===== config.mk =====
export PLATFORM = sky130hd
export DESIGN_NAME = ilru_plan
export DESIGN_NICKNAME = d
export VERILOG_FILES = /design/src/rtl/ilru_pkg.sv /design/src/rtl/ilru_plan.sv
export SDC_FILE = /design/constraint.sdc
export NUM_CORES = 1
export LEC_CHECK = 0
export ABC_AREA = 0
export BUFFER_PORTS_ARGS = -buffer_cell sky130_fd_sc_hd__buf_2
export CAP_MARGIN = 20
export CORE_ASPECT_RATIO = 0.8
export CORE_MARGIN = 2
export CORE_UTILIZATION = 34
export DETAILED_ROUTE_END_ITERATION = 16
export PLACE_DENSITY_LB_ADDON = 0.2
export SLEW_MARGIN = 40
export SYNTH_ARGS = -nofsm -noshare
export SYNTH_HDL_FRONTEND = slang
export SYNTH_SLANG_ARGS = --single-unit

===== constraint.sdc =====
create_clock -name vclk -period 2.9
set_clock_uncertainty 0.1 [all_clocks]
set_input_delay 0.58 -clock vclk [all_inputs]
set_output_delay 0.58 -clock vclk [all_outputs]
set_load 0.05 [all_outputs]

===== src/rtl/ilru_pkg.sv =====
package ilru_pkg;

	localparam int FIELD_W = 10;
	localparam int CMD_W   = 3;
	localparam int SLOTS   = 3;

	typedef enum logic [CMD_W-1:0] {
		CMD_ADD_HEAD  = 3'd0,
		CMD_ADD_TAIL  = 3'd1,
		CMD_MOVE_HEAD = 3'd2,
		CMD_MOVE_TAIL = 3'd3,
		CMD_REMOVE    = 3'd4
	} cmd_t;

	typedef enum logic [4:0] {
		ST_CLEAR = 5'b00001,
		ST_IDLE  = 5'b00010,
		ST_EVAL  = 5'b00100,
		ST_WRITE = 5'b01000,
		ST_DONE  = 5'b10000
	} state_t;

endpackage


===== src/rtl/ilru_plan.sv =====
module ilru_plan import ilru_pkg::*; #(
	parameter int AW = 10
) (
	input  logic [CMD_W-1:0]          cmd,
	input  logic                      bad,
	input  logic [AW-1:0]             e,
	input  logic [AW-1:0]             p,
	input  logic [AW-1:0]             n,
	input  logic [AW-1:0]             head,
	input  logic [AW-1:0]             tail,
	output logic                      applied,
	output logic [SLOTS-1:0]          pv_en,
	output logic [SLOTS-1:0][AW-1:0]  pv_addr,
	output logic [SLOTS-1:0][AW-1:0]  pv_data,
	output logic [SLOTS-1:0]          nx_en,
	output logic [SLOTS-1:0][AW-1:0]  nx_addr,
	output logic [SLOTS-1:0][AW-1:0]  nx_data
);

	logic unlinked;
	logic linked;
	logic [AW-1:0] root;

	assign root     = '0;
	assign unlinked = (p == e) && (n == e);
	assign linked   = (p != e) && (n != e);

	always_comb begin
		applied = 1'b0;
		pv_en   = '0;
		pv_addr = '0;
		pv_data = '0;
		nx_en   = '0;
		nx_addr = '0;
		nx_data = '0;
		if (!bad) begin
			unique case (cmd)
				CMD_ADD_HEAD: begin
					if (unlinked) begin
						applied = 1'b1;
						pv_en = 3'b011;
						pv_addr[0] = head; pv_data[0] = e;
						pv_addr[1] = e;    pv_data[1] = root;
						nx_en = 3'b011;
						nx_addr[0] = e;    nx_data[0] = head;
						nx_addr[1] = root; nx_data[1] = e;
					end
				end
				CMD_ADD_TAIL: begin
					if (unlinked) begin
						applied = 1'b1;
						pv_en = 3'b011;
						pv_addr[0] = root; pv_data[0] = e;
						pv_addr[1] = e;    pv_data[1] = tail;
						nx_en = 3'b011;
						nx_addr[0] = e;    nx_data[0] = root;
						nx_addr[1] = tail; nx_data[1] = e;
					end
				end
				CMD_MOVE_HEAD: begin
					if (linked && (p != root) && (p != n)) begin
						applied = 1'b1;
						pv_en = 3'b111;
						pv_addr[0] = n;    pv_data[0] = p;
						pv_addr[1] = head; pv_data[1] = e;
						pv_addr[2] = e;    pv_data[2] = root;
						nx_en = 3'b111;
						nx_addr[0] = p;    nx_data[0] = n;
						nx_addr[1] = e;    nx_data[1] = head;
						nx_addr[2] = root; nx_data[2] = e;
					end
				end
				CMD_MOVE_TAIL: begin
					if (linked && (n != root) && (p != n)) begin
						applied = 1'b1;
						pv_en = 3'b111;
						pv_addr[0] = n;    pv_data[0] = p;
						pv_addr[1] = root; pv_data[1] = e;
						pv_addr[2] = e;    pv_data[2] = tail;
						nx_en = 3'b111;
						nx_addr[0] = p;    nx_data[0] = n;
						nx_addr[1] = e;    nx_data[1] = root;
						nx_addr[2] = tail; nx_data[2] = e;
					end
				end
				CMD_REMOVE: begin
					if (linked) begin
						applied = 1'b1;
						pv_en = 3'b011;
						pv_addr[0] = n; pv_data[0] = p;
						pv_addr[1] = e; pv_data[1] = e;
						nx_en = 3'b011;
						nx_addr[0] = p; nx_data[0] = n;
						nx_addr[1] = e; nx_data[1] = e;
					end
				end
				default: begin
					applied = 1'b0;
				end
			endcase
		end
	end

endmodule


Yosys cells after proc, flatten, opt, wreduce, memory -nomap -nowiden
Index checks and enable logic that the tools add are counted.
Word-level totals
  input port bits: 54
  flip-flop bits (word level): 0
  logic and storage cells: 47
  output and inout bits: 127
Operators by class
  mux-type cells: 28
  equal/unequal tests: 9
  reductions and logical operators: 10
Operators by type and width (count)
  case mux 20 bit (5 select lines): 2
  two-way mux 30 bit: 5
  two-way mux 20 bit: 6
  case mux 10 bit (2 select lines): 2
  != test 10 bit: 3
  equality test 10 bit: 2
  nonzero test 10 bit: 2
  case mux 3 bit (4 select lines): 1
  two-way mux 10 bit: 1
  two-way mux 3 bit: 3
  equality test 3 x 2 -> 1 bit (second input constant): 2
  logical AND 1 bit: 6
  two-way mux 1 bit: 5
  two-way mux 2 bit: 2
  case mux 1 bit (4 select lines): 1
  equality test 3 x 1 -> 1 bit (second input constant): 1
  equality test 3 bit (second input constant): 1
  logical NOT 3 bit: 1
  OR reduction 2 bit: 1

Longest topological paths before layout
Gate-level depths: netlist of run 1.
  word-level depth: 7
  depth in mapped cells: 8
  mapped depth without buffers: 5

Least setup slack after synthesis of run 1
Ideal clock, no wire load.
  path type: input port to output port
  start point: in e[8]
  end point: out pv_addr[22] in the netlist's numbering
  slack: -0.749 ns
  cell stages on the path: 8
  required time: 2.220 ns
  buffers on the path: 3
  arrival: 2.969 ns
  path through: clkbuf_1 xnor2_1 nand4_1 or3_1 nor4bb_1 clkbuf_1 and2_1 buf_4
RTL lines
  start, declared: line ilru_plan.sv:6  | input logic [AW-1:0] e,
  end, declared: line ilru_plan.sv:13  | output logic [SLOTS-1:0][AW-1:0] pv_addr,

==> metrics.yaml, run 1 <==
detailed_routing:
  wirelength_um: 9370
  wl_per_cell_um: 20.2
  vias: 2556
  drtIter0Drc: 209
  drt-pass1-iter-count: 4
  drcViolationCount: 0
  detail-route-antenna-nets: 0
  via_per_inst: 5.51
finish:
  design_area_mm2: 0.00391
  ff_latch_area_um2: 0
  seq_cells: 0
  drive_gt1_share_pct: 80.6
  synthToLayoutAreaGrowth_pct: 116
  final_nets: 458
  layout.cells.non_filler: 464
  n_antenna_cell: 0
  nClkBuffers: 0
grt:
  grt_start_max_net_pins: 22
  grt_pass1_wl_um: 13700
  antenna_found_initial: 0
  grt_pass1_vias: 2622
  grt-ovfl-total: 0
  gr-usage-all-layers_pct: 27.8
yosys:
  yosysWarnings: 0
  synth_cell_types: 30
  ys_seq_area_share_pct: 0
  syn_inst: 250
  avgSynthCellArea_um2: 7.26
  syn-num-nets: 304
  synth_area_mm2: 0.00181
clocking:
  cts_hold_buf: 0
floorplan:
  fp.dieArea_mm2: 0.00594
  ios: 181
  die_h_um: 69.3
  fp.dieW_um: 85.7
  initial_core_util_pct: 35.8
  core-area_mm2: 0.00506
  num_rows: 23
pwr:
  p_leak_nw: 2.03
  ir_worst_vdd_v: 0.000119
  p_per_area_mw_per_mm2: 159
timing:
  rsz0062_at_grt: "yes"
  post-route-min-period_ns: 3.25
  fmax_mhz: 308
  finalHoldViolations: 0
  relSlewSlack_pct: 77.0
  setup_viol: 127
  finalMaxSlewViolations: 0
  worst_slack_ns: -0.348
  tightest_slew_ns: 0.340
  period_share_pct: 112
placement:
  dp.cells: 453
  hpwlAfterDp_um: 6200
  routabilityCongestion: 0.902
  dpl_worst_slack_ns: -0.375
  dpl_cell_area_mm2: 0.00284
  io_buffers: 181
status:
  violations: "setup timing"
  status: "complete, but fails checks"
critical_path:
  end_kind: "output pin"
  cp.required_ns: 2.22
  path_common_cell: "buf_6"
  startpoint_type: "primary input"
  cp_slowest_cell: "or4_4"
  crit_family: "simple AND/OR/NAND/NOR gates"
  worstSetupPathType: "primary input to output pin"
  arrival_ns: 2.57
  crit_fanout: 21
  crit_buf_inv: 3
  max_stage_delay_ns: 0.53
  crit_chain: "buf_6, or4_4, or3_4, o22a_1, a21o_1, buf_12, a32o_2, buf_6"
worst_hold_path:
  worstHoldPathType: "primary input to output pin"
flow_run:
  drv_cap: 0
-- layer usage --
layer	GRT usage, %	wire [um]
met5	0	0
met4	5.82	142
met3	3.33	646
met2	50.0	4920
met1	35.2	3670
-- stage by stage --
step / utilization, % / TNS (ns) / power, W / hold WS [ns]
detailed placement: 56.1 / -33.24 / 0.000497 / 1.51
global placement: 56.1 / -28.71 / 0.000495 / 1.52
finish: 77.3 / -31.39 / 0.000622 / 1.44
CTS: 74.0 / -25.36 / 0.000592 / 1.43
global route: 77.3 / -38.35 / 0.000644 / 1.46
floorplan: - / -15.62 / 0.000400 / 1.31
-- report_power, final --
| group | internal, W | total (W) | switching, W |
|---|---|---|---|
| combinational | 0.000244 | 0.000622 | 0.000378 |
| clock | 0 | 0 | 0 |
| sequential | 0 | 0 | 0 |
-- area by class of cell --
class | count | area (um^2)
fillers | 319 | 1150
well taps | 62 | 77.6
inverters | 11 | 41.3
repair buffers | 241 | 2320
multi-input cells | 150 | 1480
-- final timing paths --
kind,end,depth (start not counted),slack (ns),start
max,pv_data[17],8,-0.35,p[6]
min,pv_data[28],3,1.44,tail[8]
-- synth_stat cells --
library cell   n  area (um^2)
o221ai_1      11         96.3
nor2b_1        1         6.26
nor4b_1        2         17.5
or4_1          1         7.51
and2_1        21          131
buf_2          4         20.0
a211oi_1       1         7.51
inv_1         11         41.3
nand4_1        4         25.0
nor2_1         3         11.3
and3_1         2         12.5
nand2_1       14         52.6
buf_4         66          495
xnor2_1       18          158
or3_1          3         18.8
nand2b_1       1         6.26
a21o_1         1         7.51
o21ai_0        1         5.00
nor4bb_1       2         20.0
a211o_1        1         8.76
clkbuf_1      16         60.1
nor4_2         1         12.5
a31oi_1        1         6.26
nor4_1         6         37.5
xor2_1        12          105
a32o_2        30          338
nand3_1       11         55.1
buf_6          3         33.8
o22a_1         1         8.76
nand4b_1       1         8.76
-- cell families after synthesis --
family	Yosys count	synth area share, %
XOR/XNOR	30	14.5
buffers and inverters	100	35.9
AND/OR/NAND/NOR	73	23.3
AO/OA/AOI/OAI	47	26.3
-- layout by cell type (no fill, tap or decap), types with 5 or more instances in the layout --
| master | synthesis | routed |
|---|---|---|
| xor2_1 | 12 | 8 |
| buf_4 | 66 | 45 |
| o221ai_2 | 0 | 9 |
| buf_8 | 0 | 23 |
| clkbuf_4 | 0 | 5 |
| xnor2_2 | 0 | 5 |
| nand2_1 | 14 | 14 |
| buf_12 | 0 | 9 |
| a32o_2 | 30 | 30 |
| nand3_1 | 11 | 11 |
| buf_6 | 3 | 95 |
| buf_2 | 4 | 63 |
| and2_4 | 0 | 20 |
| xnor2_1 | 18 | 13 |
| inv_1 | 11 | 11 |
-- what timing repair did --
item	CTS	global route
buffers inserted	10	3
resized for setup	244	44
pin swaps	15	10
setup endpoints to repair	127	127
gates cloned	1	0
No activity file was read; power rests on OpenSTA's default activity.
==> inputs of run 2 (changes only) <==
- CORE_MARGIN: 2 -> unset
- GPL_ROUTABILITY_DRIVEN: unset -> 0
==> run 2 against run 1 <==
Compared with the run above:
- the flow still finishes with violations (setup timing)
- first-iteration DRC count down 23%
- routed wire length fell by 9.8%
- flip-flop and latch count unchanged
- combinational power decreased by 2%
- global-route usage fell by 1.3 points
- power is 1.9% lower
- cell area is 1.9% lower
- die area shrank 5.2%
- maximum frequency is 0.53% higher
- utilization is 1.4 points lower
- via count is 2.9% lower
- critical endpoint is now nx_addr[7]
- largest cell class unchanged
- largest power group unchanged
- highest routed layer unchanged
==> metrics.yaml, run 2 (synthesized netlist as in run 1, its figures left out) <==
placement:
  hpwlAfterDp_um: 5900  # -4.9%
  dpl_cell_area_mm2: 0.00281  # -0.97%
  io_buffers: 181  # unchanged
pwr:
  seq_power_share_pct: 0  # unchanged
  p_leak_nw: 1.99  # -2.1%
  clkPwrFrac_pct: 0  # unchanged
  swShare_pct: 60.9  # +0.068 points
  power.switching_w: 0.000372  # -1.7%
  ir_worst_vdd_v: 0.000118  # -1.0%
  power_frac_comb_pct: 100.0  # about the same
  p_per_area_mw_per_mm2: 159  # about the same
  internal_power_w: 0.000239  # -2.0%
critical_path:
  arrival_ns: 2.55  # -0.02 ns
  startpoint_type: "primary input"
  cp_slowest_cell: "or4_4"
  crit_chain: "buf_6, or4_4, or3_4, o22a_1, a21o_1, buf_12, a32o_2, buf_4"
  max_stage_delay_ns: 0.53  # about the same
  worstSetupPathType: "primary input to output pin"
  crit_fanout: 22  # +4.8%
  end_kind: "output pin"
  cp.required_ns: 2.22  # about the same
finish:
  drive_gt1_share_pct: 79.5  # -1.1 points
  seq_cells: 0  # unchanged
  fillers: 345  # +8.2%
  final_nets: 456  # -0.44%
  most-common-layout-cells: "buf_6 (85), buf_4 (61), buf_2 (60)"
  nClkBuffers: 0  # unchanged
  ff_latch_area_um2: 0  # unchanged
  design_area_mm2: 0.00384  # -1.9%
  layout_commonest_cell: "buf_6"
  synthToLayoutAreaGrowth_pct: 112
  n_antenna_cell: 0  # unchanged
timing:
  setup_viol: 107  # -16%
  finalHoldViolations: 0  # unchanged
  fmax_mhz: 310  # +0.53%
  worst_slack_ns: -0.331  # +0.0170 ns
  rsz0062_at_grt: "yes"
  finalMaxSlewViolations: 0  # unchanged
  tightest_slew_ns: 0.392  # +0.0519 ns
  relSlewSlack_pct: 73.6  # -3.4 points
  period_share_pct: 111  # -0.59 points
  whs_ns: 1.44  # -0.00244 ns
  post-route-min-period_ns: 3.23  # -0.0170 ns
floorplan:
  fp.dieW_um: 83.7  # -2.3%
  ios: 181  # unchanged
  initial_core_util_pct: 35.8  # unchanged
  fp.dieArea_mm2: 0.00563  # -5.2%
  num_rows: 23  # unchanged
  core-area_mm2: 0.00506  # unchanged
  die_h_um: 67.3  # -2.9%
grt:
  grt_pass1_vias: 2280  # -13%
  antenna_found_initial: 0  # unchanged
  grt-ovfl-total: 0  # unchanged
  gr-usage-all-layers_pct: 26.4  # -1.3 points
  grt_pass1_wl_um: 12000  # -12%
  grt_start_max_net_pins: 23  # +4.5%
detailed_routing:
  drtIter0Drc: 160  # -23%
  wl_per_cell_um: 18.3  # -9.4%
  drt-pass1-iter-count: 4  # unchanged
  vias: 2482  # -2.9%
  wirelength_um: 8450  # -9.8%
  detail-route-antenna-nets: 0  # unchanged
  via_per_inst: 5.37  # -2.5%
  drcViolationCount: 0  # unchanged
clocking:
  cts_hold_buf: 0  # unchanged
flow_run:
  drv_cap: 0  # unchanged
worst_hold_path:
  worstHoldPathType: "primary input to output pin"
status:
  status: "complete, but fails checks"
  violations: "setup timing"
## run 2: cell count changes in the layout (fill, tap and decap cells not counted), sizes merged
| cell | delta |
|---|---|
| clkbuf | -3 |
| buf | +1 |
## run 2: layout make-up
class	count	area [um^2]	area share, %
timing repair buffer	239	2250	58.7
multi-input combinational	150	1470	38.2
inverter	11	41.3	1.07
tap	62	77.6	2.02
## run 2: power groups by stage
stage | Sequential, W | Clock, W | Combinational, W
finish | 0 | 0 | 0.000611
global route | 0 | 0 | 0.000633
CTS | 0 | 0 | 0.000575
detailed placement | 0 | 0 | 0.000494
global placement | 0 | 0 | 0.000493
floorplan | 0 | 0 | 0.000400
## run 2: worst paths after layout
| check | from | to | slack [ns] | cells after the start |
|---|---|---|---|---|
| hold / removal | tail[8] | nx_addr[28] | 1.44 | 3 |
| setup / recovery | p[6] | nx_addr[7] | -0.33 | 8 |
## run 2: repair_timing
action	4_1_cts	5_1_grt
gates resized for setup	216	61
pin swaps	13	14
cloned	1	0
setup endpoints to repair	127	127
buffers inserted	8	2
## run 2: worst max-delay path: cells and delay by family
kind	cells	cell delay [ns]
AND/OR/NAND/NOR	2	0.88
AO/OA/AOI/OAI	3	0.62
buffers and inverters	3	0.45
## run 2: metal layers
metal / vias up / routed length (um) / track usage (%)
li1: 1142 / - / -
met1: 1185 / 3380 / 33.5
met2: 135 / 4310 / 49.2
met3: 20 / 573 / 2.69
met4: 0 / 184 / 5.51
met5: - / 0 / 0
## run 2: metrics by stage
step	std cells	setup WS (ns)	total power [W]	util, %	TNS [ns]
2_1_floorplan	250	-0.388	0.000400	-	-15.62
3_3_place_gp	451	-0.326	0.000493	55.6	-31.89
3_5_place_dp	451	-0.353	0.000494	55.6	-34.10
4_1_cts	460	-0.291	0.000575	71.4	-24.50
5_1_grt	462	-0.357	0.000633	75.8	-32.05
6_report	462	-0.331	0.000611	75.8	-27.39
